--- config.mk ---
export PLATFORM = sky130hd
export DESIGN_NAME = fsk_frame_deframer
export DESIGN_NICKNAME = d
export VERILOG_FILES = /design/src/rtl/fskd_pkg.sv /design/src/rtl/fskd_core.sv /design/src/rtl/fskd_res_fifo.sv /design/src/rtl/fsk_frame_deframer.sv
export SDC_FILE = /design/constraint.sdc
export NUM_CORES = 1
export LEC_CHECK = 0
export ABC_AREA = 1
export BUFFER_PORTS_ARGS = -buffer_cell sky130_fd_sc_hd__buf_2
export CELL_PAD_IN_SITES_DETAIL_PLACEMENT = 1
export CELL_PAD_IN_SITES_GLOBAL_PLACEMENT = 1
export CORE_ASPECT_RATIO = 1.2
export CORE_MARGIN = 2
export CORE_UTILIZATION = 43
export CTS_BUF_LIST = sky130_fd_sc_hd__clkbuf_16
export CTS_CLUSTER_DIAMETER = 40
export DETAILED_ROUTE_END_ITERATION = 16
export PLACE_DENSITY = 0.74
export SYNTH_ARGS = -nofsm -noshare
export SYNTH_HDL_FRONTEND = slang
export SYNTH_SLANG_ARGS = --single-unit
export TNS_END_PERCENT = 10
--- constraint.sdc ---
create_clock -name clk -period 11.05 [get_ports clk]
set_clock_uncertainty 0.05 [all_clocks]
set_input_delay 0.5525 -clock clk [delete_from_list [all_inputs] [get_ports clk]]
set_output_delay 0.5525 -clock clk [all_outputs]
set_load 0.005 [all_outputs]
--- src/rtl/fskd_pkg.sv ---
// Shared types and constants for the FSK frame deframer.
// Used by fskd_core, fskd_res_fifo and fsk_frame_deframer; depends on nothing.
`default_nettype none

package fskd_pkg;

	// Configuration register indexes on the write port.
	localparam logic REG_EXPECTED_VERSION = 1'b0;
	localparam logic REG_BLOCK_LIMIT      = 1'b1;

	localparam logic [3:0] EXPECTED_VERSION_RESET = 4'd2;
	localparam logic [7:0] BLOCK_LIMIT_RESET      = 8'd125;

	// Result kinds.
	localparam logic KIND_BYTE   = 1'b0;
	localparam logic KIND_STATUS = 1'b1;

	// Frame status codes.
	localparam logic [2:0] ST_PARSED       = 3'd0;
	localparam logic [2:0] ST_TOO_SHORT    = 3'd1;
	localparam logic [2:0] ST_BAD_VERSION  = 3'd2;
	localparam logic [2:0] ST_BLOCKS_RANGE = 3'd3;
	localparam logic [2:0] ST_FEC_PAYLOAD  = 3'd4;

	// Result queue geometry.
	localparam int RESQ_AW    = 3;
	localparam int RESQ_DEPTH = 1 << RESQ_AW;

	typedef struct packed {
		logic [3:0] expected_version;
		logic [7:0] block_limit;
	} cfg_t;

	// One result item, without the text length, whose width follows a parameter.
	typedef struct packed {
		logic       kind;
		logic [7:0] data;
		logic [2:0] code;
		logic       crc_ok;
		logic [3:0] version;
		logic       use_fec;
		logic [7:0] blocks;
		logic       last;
	} res_t;

endpackage

`default_nettype wire

--- src/rtl/fskd_core.sv ---
// Per-symbol deframing logic: Gray decode, byte pairing, header vote, CRC and status.
// Uses fskd_pkg for the configuration and result types and the status codes.
`default_nettype none

module fskd_core #(
	parameter int MAX_PAYLOAD_BYTES = 4096
) (
	input  wire logic               clk,
	input  wire logic               arst_n,
	input  wire fskd_pkg::cfg_t     cfg,
	input  wire logic               sym_valid,
	input  wire logic [3:0]         tone,
	input  wire logic               last,
	output logic [1:0]              res_count,
	output logic [$bits(fskd_pkg::res_t)+$clog2(MAX_PAYLOAD_BYTES+1)-1:0] res0,
	output logic [$bits(fskd_pkg::res_t)+$clog2(MAX_PAYLOAD_BYTES+1)-1:0] res1
);

	localparam int TLEN_W = $clog2(MAX_PAYLOAD_BYTES + 1);
	localparam logic [TLEN_W-1:0] TLEN_MAX = TLEN_W'(MAX_PAYLOAD_BYTES);
	localparam logic [15:0] CRC_POLY = 16'h1021;
	localparam logic [15:0] CRC_INIT = 16'hFFFF;
	localparam logic [7:0]  SPACE    = 8'h20;
	localparam logic [4:0]  PAYLOAD_FIRST_SYMBOL = 5'd16;
	localparam logic [4:0]  SYMBOL_WRAP          = 5'd18;
	localparam logic [4:0]  LAST_SHORT_SYMBOL    = 5'd15;
	localparam logic [3:0]  HDR_BYTES  = 4'd6;
	localparam logic [3:0]  HDR_LAST   = 4'd5;
	localparam logic [3:0]  CRC_HI     = 4'd6;
	localparam logic [3:0]  CRC_LO     = 4'd7;

	function automatic logic [15:0] crc16_byte(input logic [15:0] c, input logic [7:0] b);
		logic [15:0] r;
		r = c ^ {b, 8'h00};
		for (int i = 0; i < 8; i++) begin
			r = r[15] ? ((r << 1) ^ CRC_POLY) : (r << 1);
		end
		return r;
	endfunction

	function automatic logic [7:0] vote3(input logic [7:0] a, input logic [7:0] b,
		input logic [7:0] c);
		return (a & b) | (a & c) | (b & c);
	endfunction

	logic [4:0]        sym_q, sym_n;
	logic [3:0]        hi_q, hi_n;
	logic [7:0]        hdr_q [HDR_BYTES];
	logic [15:0]       voted_q, voted_n;
	logic [15:0]       rcrc_q, rcrc_n;
	logic [15:0]       crun_q, crun_n;
	logic [15:0]       ccom_q, ccom_n;
	logic              space_q, space_n;
	logic [TLEN_W-1:0] kept_q, kept_n;
	logic [TLEN_W-1:0] total_q, total_n;
	logic [2:0]        perr_q, perr_n;

	logic [3:0]        nib;
	logic [7:0]        byte_v;
	logic [3:0]        k;
	logic [7:0]        h0, h1;
	logic              pay_valid;
	fskd_pkg::res_t    pay, stat;
	logic [TLEN_W-1:0] stat_tlen;
	logic [15:0]       crc_final;

	assign nib    = tone ^ (tone >> 1) ^ (tone >> 2) ^ (tone >> 3);
	assign byte_v = {hi_q, nib};
	assign k      = sym_q[4:1];
	assign h0     = vote3(hdr_q[0], hdr_q[2], hdr_q[4]);
	assign h1     = vote3(hdr_q[1], hdr_q[3], byte_v);

	always_comb begin
		sym_n     = sym_q + 5'd1;
		hi_n      = hi_q;
		voted_n   = voted_q;
		rcrc_n    = rcrc_q;
		crun_n    = crun_q;
		ccom_n    = ccom_q;
		space_n   = space_q;
		kept_n    = kept_q;
		total_n   = total_q;
		perr_n    = perr_q;
		pay_valid = 1'b0;
		if (sym_n >= SYMBOL_WRAP) begin
			sym_n = PAYLOAD_FIRST_SYMBOL;
		end
		if (!sym_q[0]) begin
			hi_n = nib;
		end else if (k < HDR_BYTES) begin
			// The sixth header byte completes all three copies, so the vote runs now.
			if (k == HDR_LAST) begin
				voted_n = {h0, h1};
				if (h0[7:4] != cfg.expected_version) begin
					perr_n = fskd_pkg::ST_BAD_VERSION;
				end else if (h1 > cfg.block_limit) begin
					perr_n = fskd_pkg::ST_BLOCKS_RANGE;
				end else if (h0[0] && (h1 != 8'd0)) begin
					perr_n = fskd_pkg::ST_FEC_PAYLOAD;
				end else begin
					perr_n = fskd_pkg::ST_PARSED;
				end
				crun_n = crc16_byte(crc16_byte(CRC_INIT, h0), h1);
				ccom_n = crun_n;
			end
		end else if (k == CRC_HI) begin
			rcrc_n[15:8] = byte_v;
		end else if (k == CRC_LO) begin
			rcrc_n[7:0] = byte_v;
		end else begin
			if (total_q < TLEN_MAX) begin
				total_n = total_q + TLEN_W'(1);
			end
			crun_n = crc16_byte(crun_q, byte_v);
			// Zero bytes are padding until a later nonzero byte proves otherwise.
			if (byte_v != 8'd0) begin
				ccom_n  = crun_n;
				space_n = (byte_v == SPACE);
				kept_n  = total_n;
			end
			pay_valid = (perr_q == fskd_pkg::ST_PARSED);
		end
	end

	always_comb begin
		pay      = '0;
		pay.kind = fskd_pkg::KIND_BYTE;
		pay.data = byte_v;

		crc_final = space_n ? ccom_n : crc16_byte(ccom_n, SPACE);
		stat_tlen = '0;
		stat      = '0;
		stat.kind = fskd_pkg::KIND_STATUS;
		stat.last = 1'b1;
		if (sym_q < LAST_SHORT_SYMBOL) begin
			stat.code = fskd_pkg::ST_TOO_SHORT;
		end else if (perr_n == fskd_pkg::ST_BAD_VERSION) begin
			stat.code = fskd_pkg::ST_BAD_VERSION;
		end else begin
			stat.code    = perr_n;
			stat.version = voted_n[15:12];
			stat.use_fec = voted_n[8];
			stat.blocks  = voted_n[7:0];
			if (perr_n == fskd_pkg::ST_PARSED) begin
				stat.crc_ok = (crc_final == rcrc_n);
				stat_tlen   = (space_n && (kept_n != '0)) ? kept_n - TLEN_W'(1) : kept_n;
			end
		end
	end

	assign res_count = sym_valid ? ({1'b0, pay_valid} + {1'b0, last}) : 2'd0;
	assign res0      = pay_valid ? {pay, {TLEN_W{1'b0}}} : {stat, stat_tlen};
	assign res1      = {stat, stat_tlen};

	always_ff @(posedge clk) begin
		if (sym_valid && sym_q[0] && (k < HDR_BYTES)) begin
			hdr_q[sym_q[3:1]] <= byte_v;
		end
	end

	always_ff @(posedge clk or negedge arst_n) begin
		if (!arst_n) begin
			sym_q   <= '0;
			hi_q    <= '0;
			voted_q <= '0;
			rcrc_q  <= '0;
			crun_q  <= CRC_INIT;
			ccom_q  <= CRC_INIT;
			space_q <= 1'b0;
			kept_q  <= '0;
			total_q <= '0;
			perr_q  <= fskd_pkg::ST_PARSED;
		end else if (sym_valid) begin
			if (last) begin
				sym_q   <= '0;
				hi_q    <= '0;
				voted_q <= '0;
				rcrc_q  <= '0;
				crun_q  <= CRC_INIT;
				ccom_q  <= CRC_INIT;
				space_q <= 1'b0;
				kept_q  <= '0;
				total_q <= '0;
				perr_q  <= fskd_pkg::ST_PARSED;
			end else begin
				sym_q   <= sym_n;
				hi_q    <= hi_n;
				voted_q <= voted_n;
				rcrc_q  <= rcrc_n;
				crun_q  <= crun_n;
				ccom_q  <= ccom_n;
				space_q <= space_n;
				kept_q  <= kept_n;
				total_q <= total_n;
				perr_q  <= perr_n;
			end
		end
	end

endmodule

`default_nettype wire

--- src/rtl/fskd_res_fifo.sv ---
// Result queue: takes up to two results per cycle and hands out one.
// Uses fskd_pkg for the queue depth.
`default_nettype none

module fskd_res_fifo #(
	parameter int DATA_W = 32
) (
	input  wire logic                    clk,
	input  wire logic                    arst_n,
	input  wire logic [1:0]              push_count,
	input  wire logic [DATA_W-1:0]       push0,
	input  wire logic [DATA_W-1:0]       push1,
	input  wire logic                    pop,
	output logic [DATA_W-1:0]            rd_data,
	output logic [fskd_pkg::RESQ_AW:0]   count
);

	localparam int AW = fskd_pkg::RESQ_AW;

	logic [DATA_W-1:0] mem_q [fskd_pkg::RESQ_DEPTH];
	logic [AW-1:0]     wptr_q, rptr_q;
	logic [AW:0]       cnt_q;

	assign rd_data = mem_q[rptr_q];
	assign count   = cnt_q;

	always_ff @(posedge clk) begin
		if (push_count != 2'd0) begin
			mem_q[wptr_q] <= push0;
		end
		if (push_count == 2'd2) begin
			mem_q[wptr_q + AW'(1)] <= push1;
		end
	end

	always_ff @(posedge clk or negedge arst_n) begin
		if (!arst_n) begin
			wptr_q <= '0;
			rptr_q <= '0;
			cnt_q  <= '0;
		end else begin
			wptr_q <= wptr_q + AW'(push_count);
			rptr_q <= rptr_q + AW'(pop);
			cnt_q  <= cnt_q + (AW+1)'(push_count) - (AW+1)'(pop);
		end
	end

endmodule

`default_nettype wire

--- src/rtl/fsk_frame_deframer.sv ---
// A symbol request is held in the input register; its results then enter the result queue.
// Throughput: one symbol per cycle; the frame-end symbol may yield two results,
// which leave the eight-entry result queue one per cycle while out_stall is low.
// Input stalls once fewer than two queue entries are free, or fewer than four
// while the input register holds a request.
// Reset clears the frame state, the queue and restores expected_version 2, block_limit 125.
`default_nettype none

module fsk_frame_deframer #(
	parameter int MAX_PAYLOAD_BYTES = 4096
) (
	input  wire logic       clk,
	input  wire logic       arst_n,
	input  wire logic       cfg_write,
	input  wire logic       cfg_index,
	input  wire logic [7:0] cfg_data,
	input  wire logic       in_valid,
	output logic            in_stall,
	input  wire logic [3:0] tone_index,
	input  wire logic       frame_end,
	output logic            out_valid,
	input  wire logic       out_stall,
	output logic            item_kind,
	output logic [7:0]      data_byte,
	output logic [2:0]      status_code,
	output logic            crc_ok,
	output logic [$clog2(MAX_PAYLOAD_BYTES+1)-1:0] text_length,
	output logic [3:0]      version,
	output logic            use_fec,
	output logic [7:0]      block_count,
	output logic            run_last
);

	localparam int TLEN_W = $clog2(MAX_PAYLOAD_BYTES + 1);
	localparam int RES_W  = $bits(fskd_pkg::res_t) + TLEN_W;
	localparam logic [fskd_pkg::RESQ_AW:0] ROOM_IDLE =
		(fskd_pkg::RESQ_AW+1)'(fskd_pkg::RESQ_DEPTH - 2);
	localparam logic [fskd_pkg::RESQ_AW:0] ROOM_BUSY =
		(fskd_pkg::RESQ_AW+1)'(fskd_pkg::RESQ_DEPTH - 4);

	fskd_pkg::cfg_t             cfg_q;
	logic                       valid_s1;
	logic [3:0]                 tone_s1;
	logic                       end_s1;
	logic [1:0]                 res_count;
	logic [RES_W-1:0]           res0, res1, rd_data;
	logic [fskd_pkg::RESQ_AW:0] q_count;
	fskd_pkg::res_t             head;

	// Room is kept for the request in the input register and for the one being taken.
	assign in_stall = valid_s1 ? (q_count > ROOM_BUSY) : (q_count > ROOM_IDLE);

	always_ff @(posedge clk or negedge arst_n) begin
		if (!arst_n) begin
			cfg_q.expected_version <= fskd_pkg::EXPECTED_VERSION_RESET;
			cfg_q.block_limit      <= fskd_pkg::BLOCK_LIMIT_RESET;
		end else if (cfg_write) begin
			case (cfg_index)
				fskd_pkg::REG_EXPECTED_VERSION: cfg_q.expected_version <= cfg_data[3:0];
				fskd_pkg::REG_BLOCK_LIMIT:      cfg_q.block_limit      <= cfg_data;
				default: ;
			endcase
		end
	end

	always_ff @(posedge clk or negedge arst_n) begin
		if (!arst_n) begin
			valid_s1 <= 1'b0;
		end else begin
			valid_s1 <= in_valid && !in_stall;
		end
	end

	always_ff @(posedge clk) begin
		if (in_valid && !in_stall) begin
			tone_s1 <= tone_index;
			end_s1  <= frame_end;
		end
	end

	fskd_core #(
		.MAX_PAYLOAD_BYTES(MAX_PAYLOAD_BYTES)
	) u_core (
		.clk       (clk),
		.arst_n    (arst_n),
		.cfg       (cfg_q),
		.sym_valid (valid_s1),
		.tone      (tone_s1),
		.last      (end_s1),
		.res_count (res_count),
		.res0      (res0),
		.res1      (res1)
	);

	fskd_res_fifo #(
		.DATA_W(RES_W)
	) u_fifo (
		.clk        (clk),
		.arst_n     (arst_n),
		.push_count (res_count),
		.push0      (res0),
		.push1      (res1),
		.pop        (out_valid && !out_stall),
		.rd_data    (rd_data),
		.count      (q_count)
	);

	assign out_valid   = (q_count != '0);
	assign head        = rd_data[RES_W-1:TLEN_W];
	assign text_length = rd_data[TLEN_W-1:0];
	assign item_kind   = head.kind;
	assign data_byte   = head.data;
	assign status_code = head.code;
	assign crc_ok      = head.crc_ok;
	assign version     = head.version;
	assign use_fec     = head.use_fec;
	assign block_count = head.blocks;
	assign run_last    = head.last;

endmodule

`default_nettype wire

### Word level (Yosys, flattened, before mapping)

Memories as Yosys holds them, arrays and structs flattened.
Cells that the tools add are included.

* register bits after elaboration: 128
* RAM bits: 368
* input port bits: 19
* output and inout port bits: 42
* memories kept: 2

* add/subtract/negate cells: 9
* $lt $le $gt $ge: 7
* equal/unequal tests: 15
* multiplexer cells: 107
* bitwise gates (word level): 50
* reduce and logical (&&, ||, !) cells: 21

Memory list
* u_fifo.mem_q: depth 8, bits a word 40, read ports 1, clocked after Yosys merged registers in 0, write ports 2, RTL line fskd_res_fifo.sv:20 `logic [DATA_W-1:0] mem_q [fskd_pkg::RESQ_DEPTH];`
* u_core.hdr_q: depth 6, bits a word 8, read ports 5, clocked after Yosys merged registers in 0, write ports 1, RTL line fskd_core.sv:48 `logic [7:0] hdr_q [HDR_BYTES];`

Operator list (number)
* $mux 13: 48
* $mux 16: 21
* $not 3->3: 32
* $and 8x8->8: 6
* $mux 40: 1
* $or 8x8->8: 4
* $xor 16x16->16: 2
* $mux 14: 2
* $mux 3: 9
* $mux 8: 3
* $mux 1: 18
* $eq 16x16->1: 1
* $not 16->16: 1
* $reduce_bool 8->1: 2
* $add 13x1->13 const B: 1
* $lt 13x13->1 const B: 1
* $reduce_bool 13->1: 1
* $sub 13x1->13 const B: 1
* $eq 4x3->1 const B: 3
* $mux 5: 2
* $reduce_and 5->1: 2
* $eq 8x6->1 const B: 1
* $gt 4x3->1 const B: 2
* $gt 8x8->1: 1
* 28 further kinds: 44

### Logic depth before layout (Yosys ltp)

An unclocked memory read counts as a cell.

* depth in word-level cells: 63
* depth in mapped cells: 27

### By module

Synthesis repeated with hierarchy kept, for this count alone.

* cell total of the unflattened synthesis: 4178
* area, all modules: 30865.9 µm²

Modules (own cells, without submodules)
* fskd_res_fifo: times used 1, cells an instance 2643, area each 20081.8 µm², seq. area each 9859.5 µm²
* fskd_core: times used 1, cells an instance 1468, area each 10064.7 µm², seq. area each 3743.6 µm²
* fsk_frame_deframer: times used 1, cells an instance 67, area each 719.4 µm², seq. area each 484.2 µm²

### Least setup slack after synthesis

Ideal clock, no wire load.

* kind: reg-to-reg
* start: register u_core.sym_q[4]
* end: memory u_fifo.mem_q[0][0] (netlist name) (enable)
* setup time: 0.465 ns
* arrival time: 3.294 ns
* required time: 10.535 ns
* setup slack: 7.241 ns
* stages on the path, launching flop included: 18
* path buffers: 3
* clock period less this slack: 3.809 ns
* path through: dfrtp_1 -> inv_2 -> nand2_1 -> nor2_2 -> nor2_4 -> nor2_4 -> buf_2 -> nand3_1 -> inv_1 -> buf_1 -> ha_1 -> o21ai_0 -> nor2_1 -> inv_1 -> nor2_1 -> clkinv_1 -> clkbuf_1 -> nand2_1

RTL lines
* start: declaration: RTL line fskd_core.sv:46 `logic [4:0] sym_q, sym_n;`
* start signal: assignment: RTL line fskd_core.sv:186 `sym_q <= sym_n;`
* end: declaration: RTL line fskd_res_fifo.sv:20

==> impl_results.md <==
* DR WL/cell at 21.3 um
* Chip Height at 263 um
* Worst hold endpoint: tone_s1[0]
* PwrDens at 254 nW/um^2
* Initial Utilization at 0.433
* Gr ovfl total at 0
* Final hold vios at 0
* HP Class: input pin to flip-flop
* Type of origin of the critical path: flip-flop
* I/O Buffers at 60
* Critical Path End Type: flip-flop
* Yosys top cell by area: edfxtp_1
* Area fraction of the dominant cell type after synthesis at 0.355
* Avg Cell Area, Syn at 8.39 sq um
* Peak Freq at 177 MHz
* Critical Path Fanout Max at 14
* CTS Buf Count at 69
* Seq cells post-synth at 480
* Setup TNS at 0 ps
* Final Setup Violations at 0
* Synth cell count leaders: nand2_1 (561), nor2_1 (528), o21ai_0 (316)
* Post-Syn Instances at 2873
* Post-Route WL at 78400 um
* CTS tree: built
* Residual DRC count at 0
* Critical Path RT at 11450 ps
* Worst Tran Pin Value at 928 ps
* Vias per cell at 5.66
* Detailed Route Iter0 Violations at 1457
* Htree depth at 3
* HPWL Detailed at 51500 um
* Post-DRT Antenna Nets at 0
* Status: finished, final reports clean
* CP Data Arrival Time at 6040 ps
* Post-synth net total at 2918
* Netlist cell types at 56
* Reg-to-reg slack, setup at 5410 ps
* Area contributors post-synth: edfxtp_1 (35%), nand2_1 (8.7%), dfrtp_1 (8.7%)
* Routability cong. at 0.901
* First-pass GRT wire length at 124000 um
* Fin crit share at 0.510
* Leakage dissipation at 11.1 nW
* Vias in the first global route at 22555
* Clock transition at path regs at 60 ps
* EDFF count, synth at 285
* Hold path depth at 1
* Fillers at 6554
* Synth-to-Final Area Change at 13.6%
* Pin count of the biggest net entering global routing at 93
* Number of max-cap violations at 0
* Core area at 55700 sq um
* R2r endpoint: u_fifo.mem_q[3][27]
* Final worst slack at 5410 ps
* Clk root buf: clkbuf_16
* Die area at 58000 sq um
* RSZ-0062 raised after global routing: no
* Die Wd at 220 um
* WHS at 74.5 ps
* Normalized max-slew margin at 0.375
* Most used DFF post-synth: edfxtp_1
* # IOs at 61
* Drt first pass iters at 7
* Hold_sp: tone_index[0]
* Post-synthesis sequential area ratio at 0.544
* Peak supply drop at 0.000155 V
* Clk_lat worst skew at 600 ps
* FF-to-FF Start: tone_s1[3]
* Antenna violations before repair at 0
* Row count at 95
* Final Max Slew Viols at 0
* Clock tree buffer depth at 3
* Crit Path Category: flip-flop to flip-flop
* Most frequent cell after synthesis: nand2_1
* Mapped cell area at 24100 sq um
* Async SR Flop Fraction at 0.256
* Nets at 2951
* Cells on worst reg2reg path at 22
* GRT Total Usage at 0.274
* DP Worst Slack at 5430 ps
* Yosys warns at 0
* Layout cell share with drive strength beyond 1 at 0.109
* DR vias at 20870
* Post-route minimum period at 5640 ps
* ANT cells at 0
* TritonCTS sink count at 480
[worst max-delay path by stage]
stage                     from                  end  slack (ps)
2_1_floorplan  u_core.sym_q[4]   u_fifo.mem_q[0][0]        7240
3_3_place_gp        tone_s1[3]  u_fifo.mem_q[6][27]        5520
3_5_place_dp        tone_s1[3]  u_fifo.mem_q[3][27]        5430
4_1_cts             tone_s1[3]  u_fifo.mem_q[3][27]        5390
5_1_grt             tone_s1[3]  u_fifo.mem_q[4][27]        4770
6_report            tone_s1[3]  u_fifo.mem_q[3][27]        5410
[critical path, cell delays in order (launching register included)]
cell and delay, ps:
edfxtp_1 730, inv_4 160, ha_1 620, inv_1 260, a21oi_1 360, ha_1 300, nand3_1 80, inv_1 60
nand2_1 50, o311ai_0 120, nand2_1 90, o21ai_0 280, nand3_1 230, nand3_2 240, nor2_2 740, nand2_1 100
nor2_1 130, nand2_1 60, nor2_1 140, nand2_1 60, nor2_1 150, nand3_2 260, nor2_1 190
[layer usage]
| metal | wire length [um] | part of all wire | up-vias | track usage |
|---|---|---|---|---|
| met2 | 40600 | 0.52 | 500 | 0.491 |
| li1 | - | - | 9702 | - |
| met1 | 32000 | 0.41 | 10498 | 0.330 |
| met3 | 3100 | 0.039 | 170 | 0.0386 |
| met4 | 2730 | 0.035 | 0 | 0.103 |
| met5 | 0 | 0 | - | 0 |
[state kept, by name (all words and copies together) (netlist names), 3 cells and up]
name            count
cfg_q              12
tone_s1             4
u_core.ccom_q      16
u_core.crun_q      16
u_core.hdr_q       40
u_core.hi_q         4
u_core.kept_q      13
u_core.perr_q       3
u_core.rcrc_q      16
u_core.sym_q        5
u_core.total_q     13
u_core.voted_q     13
u_fifo.count        4
u_fifo.mem_q      312
u_fifo.rptr_q       3
u_fifo.wptr_q       3
[cell usage in the layout, fill, tap and decap left out, drive strengths merged, types with 2 or more instances in the layout]
| master | instances |
|---|---|
| clkbuf | 71 |
| o32ai | 2 |
| a31oi | 41 |
| a21boi | 2 |
| nor2 | 534 |
| nand2 | 570 |
| nand3 | 178 |
| a21oi | 81 |
| o22ai | 91 |
| nand4 | 14 |
| o21ai | 333 |
| a32oi | 3 |
| xnor2 | 7 |
| xor2 | 26 |
| clkinvlp | 5 |
| dfxtp | 72 |
| dfrtp | 84 |
| buf | 94 |
| nor3 | 19 |
| clkinv | 37 |
| a22oi | 6 |
| o221ai | 4 |
| edfxtp | 285 |
| nand3b | 20 |
| a22o | 4 |
| inv | 284 |
| ha | 24 |
| nor4 | 3 |
| fa | 2 |
| bufinv | 6 |
| or2 | 10 |
| dfstp | 39 |
| o21a | 2 |
[power breakdown]
part	switching, mW	internal, mW	leakage (nW)
sequential	0.170	2.16	4.80
combinational	1.68	0.725	5.16
clock	0.881	1.33	1.14
[through the flow]
stage	util	instance area, sq um	total power, mW	instances
floorplan	-	24100	3.87	2873
global placement	0.450	25100	4.64	3561
detailed placement	0.450	25100	4.74	3561
CTS	0.491	27400	6.98	3688
global route	0.491	27400	7.35	3688
finish	0.491	27400	6.95	3688
[cell type report]
cell class / count / area [sq um] / share of cell area
sequential: 480 / 13100 / 0.479
timing repair buffer: 95 / 572 / 0.0209
clock buffer: 71 / 1780 / 0.0649
multi-input combinational: 1983 / 9440 / 0.344
inverter: 277 / 1050 / 0.0382
clock inverter: 55 / 524 / 0.0191
tap: 727 / 910 / 0.0332
[what timing repair did]
item,4_1_cts,5_1_grt
endpoints found under the hold margin,11,0
buffers inserted,0,0
hold buffers,1,0
resized for setup,0,0
[cells by family after synthesis]
logic type | share of synthesized area
AOI/OAI and AO/OA | 0.131
xor gates and xnor gates | 0.0120
adders and majority gates | 0.0141
buffers and inverters | 0.0653
DFF | 0.544
and+or+nand+nor | 0.233
Note: power is estimated with default switching activity, not from simulation.
